## config.mk

```make
export PLATFORM = sky130hd
export DESIGN_NAME = ring_buffer_byte_engine
export DESIGN_NICKNAME = d
export VERILOG_FILES = /design/src/rtl/core/rbbe_pkg.sv /design/src/rtl/core/rbbe_ram.sv /design/src/rtl/core/rbbe_wrap_alu.sv /design/src/rtl/core/ring_buffer_byte_engine.sv
export SDC_FILE = /design/constraint.sdc
export NUM_CORES = 2
export LEC_CHECK = 0
export ABC_AREA = 1
export BUFFER_PORTS_ARGS = -buffer_cell sky130_fd_sc_hd__buf_2
export CAP_MARGIN = 20
export CORE_AREA = 2 2 374 654
export CTS_CLUSTER_SIZE = 24
export DETAILED_ROUTE_END_ITERATION = 6
export DIE_AREA = 0 0 376 656
export GPL_TIMING_DRIVEN = 0
export PLACE_DENSITY = 0.63
export SLEW_MARGIN = 20
export SYNTH_ARGS = -nofsm -noshare
export SYNTH_HDL_FRONTEND = slang
export SYNTH_HIERARCHICAL = 1
export SYNTH_SLANG_ARGS = --single-unit
```

## constraint.sdc

```tcl
create_clock -name clk -period 4.9 [get_ports clk]
set_input_delay 0.245 -clock clk [delete_from_list [all_inputs] [get_ports clk]]
set_output_delay 0.245 -clock clk [all_outputs]
set_load 0.005 [all_outputs]
```

## src/rtl/core/rbbe_pkg.sv

```systemverilog
// rbbe_pkg: shared types and constants of the ring buffer byte engine
// request and result structs, command and status codes, shared unit result
// no dependencies
package rbbe_pkg;

  localparam int BUF_DEPTH_DEFAULT = 256;
  localparam int LEN_W = 9;

  localparam logic [LEN_W-1:0] RING_LEN_RESET = 9'd256;

  localparam logic [2:0] CMD_READ       = 3'd0;
  localparam logic [2:0] CMD_WRITE      = 3'd1;
  localparam logic [2:0] CMD_FILL_START = 3'd2;
  localparam logic [2:0] CMD_FILL_END   = 3'd3;
  localparam logic [2:0] CMD_FILL_RANGE = 3'd4;
  localparam logic [2:0] CMD_INC        = 3'd5;

  localparam logic [1:0] ST_OK  = 2'd0;
  localparam logic [1:0] ST_POS = 2'd1;
  localparam logic [1:0] ST_OFS = 2'd2;
  localparam logic [1:0] ST_CNT = 2'd3;

  localparam logic [LEN_W-1:0] MAX_WORD_BYTES = 9'd4;

  typedef struct packed {
    logic [2:0]  command;
    logic [8:0]  byte_count;
    logic [31:0] write_data;
    logic [7:0]  start_offset;
    logic [7:0]  end_offset;
    logic [7:0]  fill_value;
  } in_req_t;

  typedef struct packed {
    logic [1:0]  status;
    logic [31:0] read_data;
    logic [7:0]  position;
  } out_res_t;

  typedef struct packed {
    logic             ge;
    logic [LEN_W-1:0] wrap;
    logic [LEN_W-1:0] step;
  } alu_res_t;

endpackage

```

## src/rtl/core/rbbe_ram.sv

```systemverilog
// rbbe_ram: generic single-port ram with registered read
// parameters for width and depth; no dependencies
module rbbe_ram #(
  parameter int WIDTH = 8,
  parameter int DEPTH = 256
) (
  input  logic                     clk,
  input  logic                     en,
  input  logic                     we,
  input  logic [$clog2(DEPTH)-1:0] addr,
  input  logic [WIDTH-1:0]         wdata,
  output logic [WIDTH-1:0]         rdata
);

  logic [WIDTH-1:0] mem_r [DEPTH];
  logic [WIDTH-1:0] rdata_r;

  always_ff @(posedge clk) begin
    if (en) begin
      if (we) begin
        mem_r[addr] <= wdata;
      end else begin
        rdata_r <= mem_r[addr];
      end
    end
  end

  assign rdata = rdata_r;

endmodule

```

## src/rtl/core/rbbe_wrap_alu.sv

```systemverilog
// rbbe_wrap_alu: shared add with wrap at the ring length
// computes a + b, reduced once by len, and a step form that wraps to zero
// depends on rbbe_pkg
module rbbe_wrap_alu (
  input  logic [rbbe_pkg::LEN_W-1:0] a,
  input  logic [rbbe_pkg::LEN_W-1:0] b,
  input  logic [rbbe_pkg::LEN_W-1:0] len,
  output rbbe_pkg::alu_res_t         res
);
  import rbbe_pkg::*;

  logic [LEN_W:0] sum;
  logic [LEN_W:0] diff;
  logic           ge;

  assign sum  = {1'b0, a} + {1'b0, b};
  assign ge   = sum >= {1'b0, len};
  assign diff = sum - {1'b0, len};

  assign res.ge   = ge;
  assign res.wrap = ge ? diff[LEN_W-1:0] : sum[LEN_W-1:0];
  assign res.step = ge ? '0 : sum[LEN_W-1:0];

endmodule

```

## src/rtl/core/ring_buffer_byte_engine.sv

```systemverilog
// ring_buffer_byte_engine: byte ring buffer with a current position
// sequencer around one wrap adder and one single-port byte ram
// depends on rbbe_pkg, rbbe_wrap_alu, rbbe_ram
//
// usage: drive in_req and raise start; the request is taken at an edge where
// busy is low. each request gives exactly one result on out_res, shown for a
// single cycle with out_strobe; the receiver cannot stall it.
// cfg_we/cfg_wdata write ring_length (reset 256); the user must write it only
// while the block is idle, as no logic in the block enforces this.
// sequence: read, write and fill pass through a check state, one ram access
// per byte through the one ram port (up to 4 bytes for a word, up to len for
// a fill), and a closing state. a request that moves no bytes (errors, zero
// counts, increment, unused codes) ends with its check state.
// busy stays high from acceptance until the result shows; a new request can
// be taken in the cycle the result is shown.
// reset: position 0, ring_length 256, sequencer idle. buffer contents are
// undefined until written.
module ring_buffer_byte_engine #(
  parameter int BUF_DEPTH = rbbe_pkg::BUF_DEPTH_DEFAULT
) (
  input  logic                        clk,
  input  logic                        rst_n,
  input  logic                        start,
  output logic                        busy,
  input  rbbe_pkg::in_req_t           in_req,
  output logic                        out_strobe,
  output rbbe_pkg::out_res_t          out_res,
  input  logic                        cfg_we,
  input  logic [rbbe_pkg::LEN_W-1:0]  cfg_wdata
);
  import rbbe_pkg::*;

  localparam int AW      = $clog2(BUF_DEPTH);
  localparam int LEN_CAP = (BUF_DEPTH < 511) ? BUF_DEPTH : 511;

  typedef enum logic [1:0] {S_IDLE, S_CHECK, S_RUN} state_t;

  state_t           state_r, state_nxt;
  in_req_t          req_r, req_nxt;
  logic [LEN_W-1:0] ring_length_r;
  logic [LEN_W-1:0] pos_r, pos_nxt;
  logic [LEN_W-1:0] ptr_r, ptr_nxt;
  logic [LEN_W-1:0] cnt_r, cnt_nxt;
  logic [1:0]       idx_r, idx_nxt;
  logic             rd_pend_r, rd_pend_nxt;
  logic [1:0]       rd_idx_r, rd_idx_nxt;
  logic [31:0]      rdata_r, rdata_nxt, rdata_m;
  logic             out_strobe_r, out_strobe_nxt;
  out_res_t         out_res_r, out_res_nxt;

  logic [LEN_W-1:0] len;
  logic [LEN_W-1:0] so9, eo9;
  logic [LEN_W-1:0] alu_a, alu_b;
  alu_res_t         alu_res;
  logic             ram_en, ram_we;
  logic [7:0]       ram_wdata, ram_rdata;
  logic             go;
  logic [1:0]       st;
  logic [LEN_W-1:0] first, count;
  logic             is_rw, is_read;

  assign len = (ring_length_r > LEN_W'(LEN_CAP)) ? LEN_W'(LEN_CAP) : ring_length_r;
  assign so9 = {1'b0, req_r.start_offset};
  assign eo9 = {1'b0, req_r.end_offset};
  assign is_read = req_r.command == CMD_READ;
  assign is_rw   = is_read || (req_r.command == CMD_WRITE);

  always_comb begin
    alu_a = pos_r;
    alu_b = LEN_W'(1);
    if (state_r == S_RUN) begin
      alu_a = ptr_r;
    end else if (req_r.command == CMD_FILL_END) begin
      alu_a = eo9;
      alu_b = len - req_r.byte_count;
    end else if (req_r.command == CMD_FILL_RANGE) begin
      alu_a = eo9;
      alu_b = len - so9;
    end
  end

  rbbe_wrap_alu u_alu (
    .a   (alu_a),
    .b   (alu_b),
    .len (len),
    .res (alu_res)
  );

  assign ram_wdata = (req_r.command == CMD_WRITE) ?
                     req_r.write_data[{idx_r, 3'b000} +: 8] : req_r.fill_value;

  rbbe_ram #(
    .WIDTH (8),
    .DEPTH (BUF_DEPTH)
  ) u_ram (
    .clk   (clk),
    .en    (ram_en),
    .we    (ram_we),
    .addr  (AW'(ptr_r)),
    .wdata (ram_wdata),
    .rdata (ram_rdata)
  );

  // merge the byte returned by the previous read
  always_comb begin
    rdata_m = rdata_r;
    if (rd_pend_r) begin
      rdata_m[{rd_idx_r, 3'b000} +: 8] = ram_rdata;
    end
  end

  always_comb begin
    state_nxt      = state_r;
    req_nxt        = req_r;
    pos_nxt        = pos_r;
    ptr_nxt        = ptr_r;
    cnt_nxt        = cnt_r;
    idx_nxt        = idx_r;
    rd_pend_nxt    = 1'b0;
    rd_idx_nxt     = rd_idx_r;
    rdata_nxt      = rdata_m;
    out_strobe_nxt = 1'b0;
    out_res_nxt    = out_res_r;
    ram_en         = 1'b0;
    ram_we         = 1'b0;
    go             = 1'b0;
    st             = ST_OK;
    first          = '0;
    count          = '0;
    case (state_r)
      S_IDLE: begin
        if (start) begin
          req_nxt   = in_req;
          rdata_nxt = '0;
          state_nxt = S_CHECK;
        end
      end
      S_CHECK: begin
        case (req_r.command)
          CMD_READ, CMD_WRITE: begin
            if (pos_r >= len) begin
              st = ST_POS;
            end else if (req_r.byte_count == '0) begin
              st = ST_OK;
            end else if (req_r.byte_count > MAX_WORD_BYTES || req_r.byte_count > len) begin
              st = ST_CNT;
            end else begin
              go    = 1'b1;
              first = pos_r;
              count = req_r.byte_count;
            end
          end
          CMD_FILL_START: begin
            if (so9 >= len) begin
              st = ST_OFS;
            end else if (req_r.byte_count > len) begin
              st = ST_CNT;
            end else if (req_r.byte_count != '0) begin
              go    = 1'b1;
              first = so9;
              count = req_r.byte_count;
            end
          end
          CMD_FILL_END: begin
            if (eo9 >= len) begin
              st = ST_OFS;
            end else if (req_r.byte_count > len) begin
              st = ST_CNT;
            end else if (req_r.byte_count != '0) begin
              go    = 1'b1;
              first = alu_res.wrap;
              count = req_r.byte_count;
            end
          end
          CMD_FILL_RANGE: begin
            if (so9 >= len || eo9 >= len) begin
              st = ST_OFS;
            end else if (so9 == eo9) begin
              go    = 1'b1;
              first = '0;
              count = len;
            end else begin
              go    = 1'b1;
              first = so9;
              count = alu_res.wrap;
            end
          end
          CMD_INC: begin
            pos_nxt = alu_res.step;
          end
          default: begin
          end
        endcase
        if (go) begin
          state_nxt = S_RUN;
          ptr_nxt   = first;
          cnt_nxt   = count;
          idx_nxt   = '0;
        end else begin
          state_nxt             = S_IDLE;
          out_strobe_nxt        = 1'b1;
          out_res_nxt.status    = st;
          out_res_nxt.read_data = '0;
          out_res_nxt.position  = pos_nxt[7:0];
        end
      end
      S_RUN: begin
        if (cnt_r != '0) begin
          ram_en      = 1'b1;
          ram_we      = !is_read;
          ptr_nxt     = alu_res.step;
          cnt_nxt     = cnt_r - LEN_W'(1);
          idx_nxt     = idx_r + 2'd1;
          rd_pend_nxt = is_read;
          rd_idx_nxt  = idx_r;
        end else begin
          if (is_rw) begin
            pos_nxt = ptr_r;
          end
          state_nxt             = S_IDLE;
          out_strobe_nxt        = 1'b1;
          out_res_nxt.status    = ST_OK;
          out_res_nxt.read_data = is_read ? rdata_m : '0;
          out_res_nxt.position  = pos_nxt[7:0];
        end
      end
      default: begin
        state_nxt = S_IDLE;
      end
    endcase
  end

  always_ff @(posedge clk) begin
    if (!rst_n) begin
      state_r       <= S_IDLE;
      pos_r         <= '0;
      ring_length_r <= RING_LEN_RESET;
      rd_pend_r     <= 1'b0;
      out_strobe_r  <= 1'b0;
    end else begin
      state_r      <= state_nxt;
      pos_r        <= pos_nxt;
      rd_pend_r    <= rd_pend_nxt;
      out_strobe_r <= out_strobe_nxt;
      if (cfg_we) begin
        ring_length_r <= cfg_wdata;
      end
    end
    req_r     <= req_nxt;
    ptr_r     <= ptr_nxt;
    cnt_r     <= cnt_nxt;
    idx_r     <= idx_nxt;
    rd_idx_r  <= rd_idx_nxt;
    rdata_r   <= rdata_nxt;
    out_res_r <= out_res_nxt;
  end

  assign busy       = state_r != S_IDLE;
  assign out_strobe = out_strobe_r;
  assign out_res    = out_res_r;

  a_busy_after_start: assert property (@(posedge clk) disable iff (!rst_n)
    start && !busy |=> busy)
    else $error("request taken but engine not busy");

  a_result_ends_busy: assert property (@(posedge clk) disable iff (!rst_n)
    $fell(busy) |-> out_strobe)
    else $error("engine went idle without a result");

  a_single_result: assert property (@(posedge clk) disable iff (!rst_n)
    out_strobe |=> !out_strobe)
    else $error("back to back result strobes");

  a_error_no_data: assert property (@(posedge clk) disable iff (!rst_n)
    out_strobe && out_res.status != ST_OK |-> out_res.read_data == '0)
    else $error("read data on a failed request");

endmodule

```

[Yosys cells after proc, flatten, opt, wreduce, memory -nomap -nowiden]
Memories as Yosys holds them, arrays and structs flattened. A register that Yosys moved wholly into a read port is not among the register bits.
Index checks and enable logic that the tools add are counted.
Operators by class
  add/sub/neg operators: 7
  order comparisons: 7
  equal/unequal tests: 15
  shift operators: 3
  muxes and demuxes: 85
  bitwise logic cells: 1
  reductions and logical operators: 21
Operators by type and width (count)
  9-bit 2-to-1 mux: 31
  32-bit 2-to-1 mux: 4
  42-bit 2-to-1 mux: 2
  42-bit one-hot mux with 2 select lines: 1
  9-bit one-hot mux with 4 select lines: 2
  9-bit one-hot mux with 2 select lines: 3
  8-bit 2-to-1 mux: 6
  32-bit bitwise mux: 1
  8-bit by 7-bit variable shift with 32-bit output (first input constant): 1
  32-bit by 6-bit variable part select with 8-bit output: 1
  8-bit by 7-bit variable part select with 32-bit output: 1
  2-bit 2-to-1 mux: 12
  8-bit by 9-bit >= comparator with 1-bit output: 2
  1-bit 2-to-1 mux: 18
  9-bit nonzero test: 2
  9-bit subtractor: 2
  9-bit by 9-bit adder with 10-bit output: 1
  10-bit by 9-bit >= comparator with 1-bit output: 1
  2-bit inequality test (second input constant): 5
  2-bit AND reduction: 5
  9-bit >= comparator: 1
  9-bit by 3-bit > comparator with 1-bit output (second input constant): 1
  9-bit > comparator: 1
  9-bit > comparator (second input constant): 1
  other kinds (26): 34
Word-level totals
  flip-flop bits (word level): 186
  RAM bits: 2048
  input port bits: 81
  output and inout bits: 44
  word-level logic and storage cells: 160
  memories: 1
Memory list
  u_ram.mem_r: words 256, width 8, rd ports 1, clocked after memory_dff 1, wr ports 1, line rbbe_ram.sv:15  | logic [WIDTH-1:0] mem_r [DEPTH];

[Longest topological paths before layout]
  depth after elaboration: 15
  mapped depth: 40
  depth with buffers taken out: 40

[By module]
The synthesis kept the hierarchy.
Modules (own cells, without submodules)
  rbbe_ram: instances 1, cells each 7960, area each 84835.1 µm², seq. area each 61739.2 µm²
  ring_buffer_byte_engine: instances 1, cells each 1216, area each 10144.7 µm², seq. area each 5044.8 µm²
  rbbe_wrap_alu: instances 1, cells each 217, area each 1184.9 µm², seq. area each 0.0 µm²

[Least setup slack after synthesis]
Ideal clock, no wire load.
  path kind: reg-to-reg
  start: register idx_r[0]
  end: memory u_ram.mem_r[0][5] (data pin)
  setup time: 0.823 ns
  arrival: 4.395 ns
  required time: 4.077 ns
  path slack: -0.317 ns
  cell stages (with the launch flop): 8
  path buffers: 2
  clock period less this slack: 5.217 ns
  cell sequence: edfxtp_1 clkbuf_1 inv_1 clkbuf_1 nor2_1 o32ai_1 nand2_1 nand2_1
On the way
  longest elaborated chain between the ends: 2
Ends and longest elaborated chain
  start, declared: line ring_buffer_byte_engine.sv:44  | logic [1:0] idx_r, idx_nxt;
  start signal, assigned: line ring_buffer_byte_engine.sv:252  | idx_r <= idx_nxt;
  32-bit by 6-bit variable part select with 8-bit output: line ring_buffer_byte_engine.sv:90  | req_r.write_data[{idx_r, 3'b000} +: 8] : req_r.fill_value;
  8-bit 2-to-1 mux: line ring_buffer_byte_engine.sv:89  | assign ram_wdata = (req_r.command == CMD_WRITE) ?
  named net ram_wdata[5]: line ring_buffer_byte_engine.sv:56  | logic [7:0] ram_wdata, ram_rdata;
  end, declared: line rbbe_ram.sv:15
The timed path passes the listed nets, and every way through them passes these cells.

==> reports/metrics.cfg <==
[finish]
area_growth_pct = 15.4
mostFrequentLayoutCells = nand2_1, edfxtp_1, nor2_1, buf_2, nand3_1
fin_area_um2 = 111000
final_common_cell = nand2_1
nNetsFinal = 10065
post-route-util_pct = 45.9
nFillCells = 21912
drive_gt1_share_pct = 10.7

[die]
core_area_um2 = 242000
io-pin-count = 125
die_h_um = 656
initial_utilization_pct = 39.8
die_w_um = 376
dieArea_um2 = 247000
rows = 239

[pwr]
p_per_area_nw_per_um2 = 462
intPower_uw = 33900
power_uw = 51200
seq_power_share_pct = 43.1
power.leakage_uw = 0.0441
comb_power_share_pct = 26.2
vdd_drop_max_mv = 0.371
p_sw_uw = 17400
p_sw_share_pct = 33.9
clockPowerShare_pct = 30.7

[clocking]
cts.sinks = 2242
cts_tree = yes
clockBufferDepth = 4
numCtsBuffers = 195
htree_num_levels = 4
clock_latency_ps = 910
cts_root_buf = clkbuf_16
clkTransAtPathRegs_ps = 80

[sta]
fin_skew_ps = 71.9
final_hold_viol_count = 0
fin_crit_ps = 5140
worst_slack_ps = -240
setup_viol = 13
rsz0062_at_grt = true
fin_crit_sh_pct = 105
slew_viol_final = 0
worst_pin_slew_ps = 1210
tns_ps = -1530
slew_headroom_pct = 19.5
fmax_ghz = 0.195
whs_ps = 54.1

[placed_design]
port_buffers = 123
place_area_um2 = 102000
dp.final_hpwl_mm = 241
gp_congestion = 1.04

[global_route]
grt_first_pass_wirelength_mm = 469
grt_max_degree = 95
grt_overflow = 0
grt.total_usage_pct = 26.6
grt_antenna_before_repair = 16
grt_pass1_vias = 68614

[critical_path]
cp-startpoint = ring_length_r[1]
r2r_end = cnt_r[1]
worst-path-max-fanout = 7
cpMostUsedCell = nand2_4
r2r_cells = 38
crit_path_top_delay_cell = dfxtp_2
critPathRequiredTime_ps = 5550
critPathKind = flip-flop to flip-flop
critical-path-max-stage-delay_ps = 370
arrival_ps = 5790
start_kind = flip-flop
reg2reg_from = ring_length_r[1]
r2r_setup_slack_ps = -240
end_kind = flip-flop

[logic_synthesis]
syn_nets = 9538
avgSynthCellArea_um2 = 10.2
synthCells = 9392
netlist_area_um2 = 96200
yosysWarnings = 6

[routing]
drc = 3
vias = 69596
wl_mm = 336
vias_per_cell = 5.27
postRouteAntennaNets = 0
routedWlPerCell_um = 25.4
dr.pass1.iters = 7
drtIter0Drc = 6942

[status]
status = finished with violations
violations = design-rule violations, negative setup slack

[hold_path]
whs_path_depth = 2
holdCritStartpoint = in_req[56]
hold_path_end = req_r[56]
hold_path_class = input port to flip-flop

[flow_run]
cap_violations = 0

flip-flops by register name, summed over array words and instances, names as in the netlist, 8 cells and up:
signal         flops
out_res           42
u_ram/mem_r     2048
ptr_r              9
rdata_r           32
pos_r              9
u_ram/rdata        8
ring_length_r      9
eo9                8
cnt_r              9
req_r             60
area by class of cell:
cell class	instances	area (um2)	share of cell area, %
clock buffer	235	5140	4.64
sequential	2242	66800	60.2
buffer	469	2220	2.00
inverter	207	811	0.731
antenna	8	20.0	0.0180
tap	3133	3920	3.53
clock inverter	111	1200	1.08
timing repair buffer	333	3260	2.94
multi-input combinational	6471	27600	24.9
what timing repair did:
action	CTS	global route
cloned	1	0
hold buffers	96	0
hold endpoints to repair	85	0
pin swaps	33	99
setup endpoints to repair	785	982
resized for setup	101	229
setup buffers	35	33
worst max path at each step:
stage / slack (ps) / cells past startpoint / to
4_1_cts: -500 / 16 / u_ram/mem_r[154][0]
2_1_floorplan: 120 / 38 / cnt_r[8]
6_report: -240 / 38 / cnt_r[1]
3_3_place_gp: -2600 / 7 / u_ram/mem_r[53][4]
3_5_place_dp: -1440 / 34 / cnt_r[8]
5_1_grt: -440 / 38 / cnt_r[1]
layer usage:
| layer | global-route usage, % | wire [um] | vias up |
|---|---|---|---|
| met2 | 47.4 | 169000 | 3069 |
| met1 | 25.0 | 103000 | 33257 |
| met4 | 27.5 | 42100 | 12 |
| met3 | 4.26 | 21100 | 1201 |
| met5 | 0 | 77 | - |
| li1 | - | - | 32057 |
worst max-delay path, delay by kind of cell, from the launching register on:
family                     cells  cell delay (ps)
DFF                            1              370
AOI/OAI and AO/OA              4              550
adders and majority gates      3              830
buffers and inverters          4              360
xor gates and xnor gates       1              140
and+or+nand+nor               26             2630
metrics by stage:
step                      cells  worst slack, ps
after floorplan            9392              123
after global placement    12648            -2600
after detailed placement  12694            -1440
after CTS                 13170             -498
after global routing      13204             -439
final                     13209             -240
power groups by stage:
| stage | sequential, uW | combinational (uW) | clock (uW) |
|---|---|---|---|
| CTS | 22100 | 12400 | 15900 |
| detailed placement | 22500 | 12100 | 0 |
| global placement | 22900 | 11700 | 0 |
| global route | 22100 | 14100 | 16500 |
| finish | 22100 | 13400 | 15700 |
| floorplan | 22500 | 6540 | 0 |
Note: power is estimated with default switching activity, not from simulation.
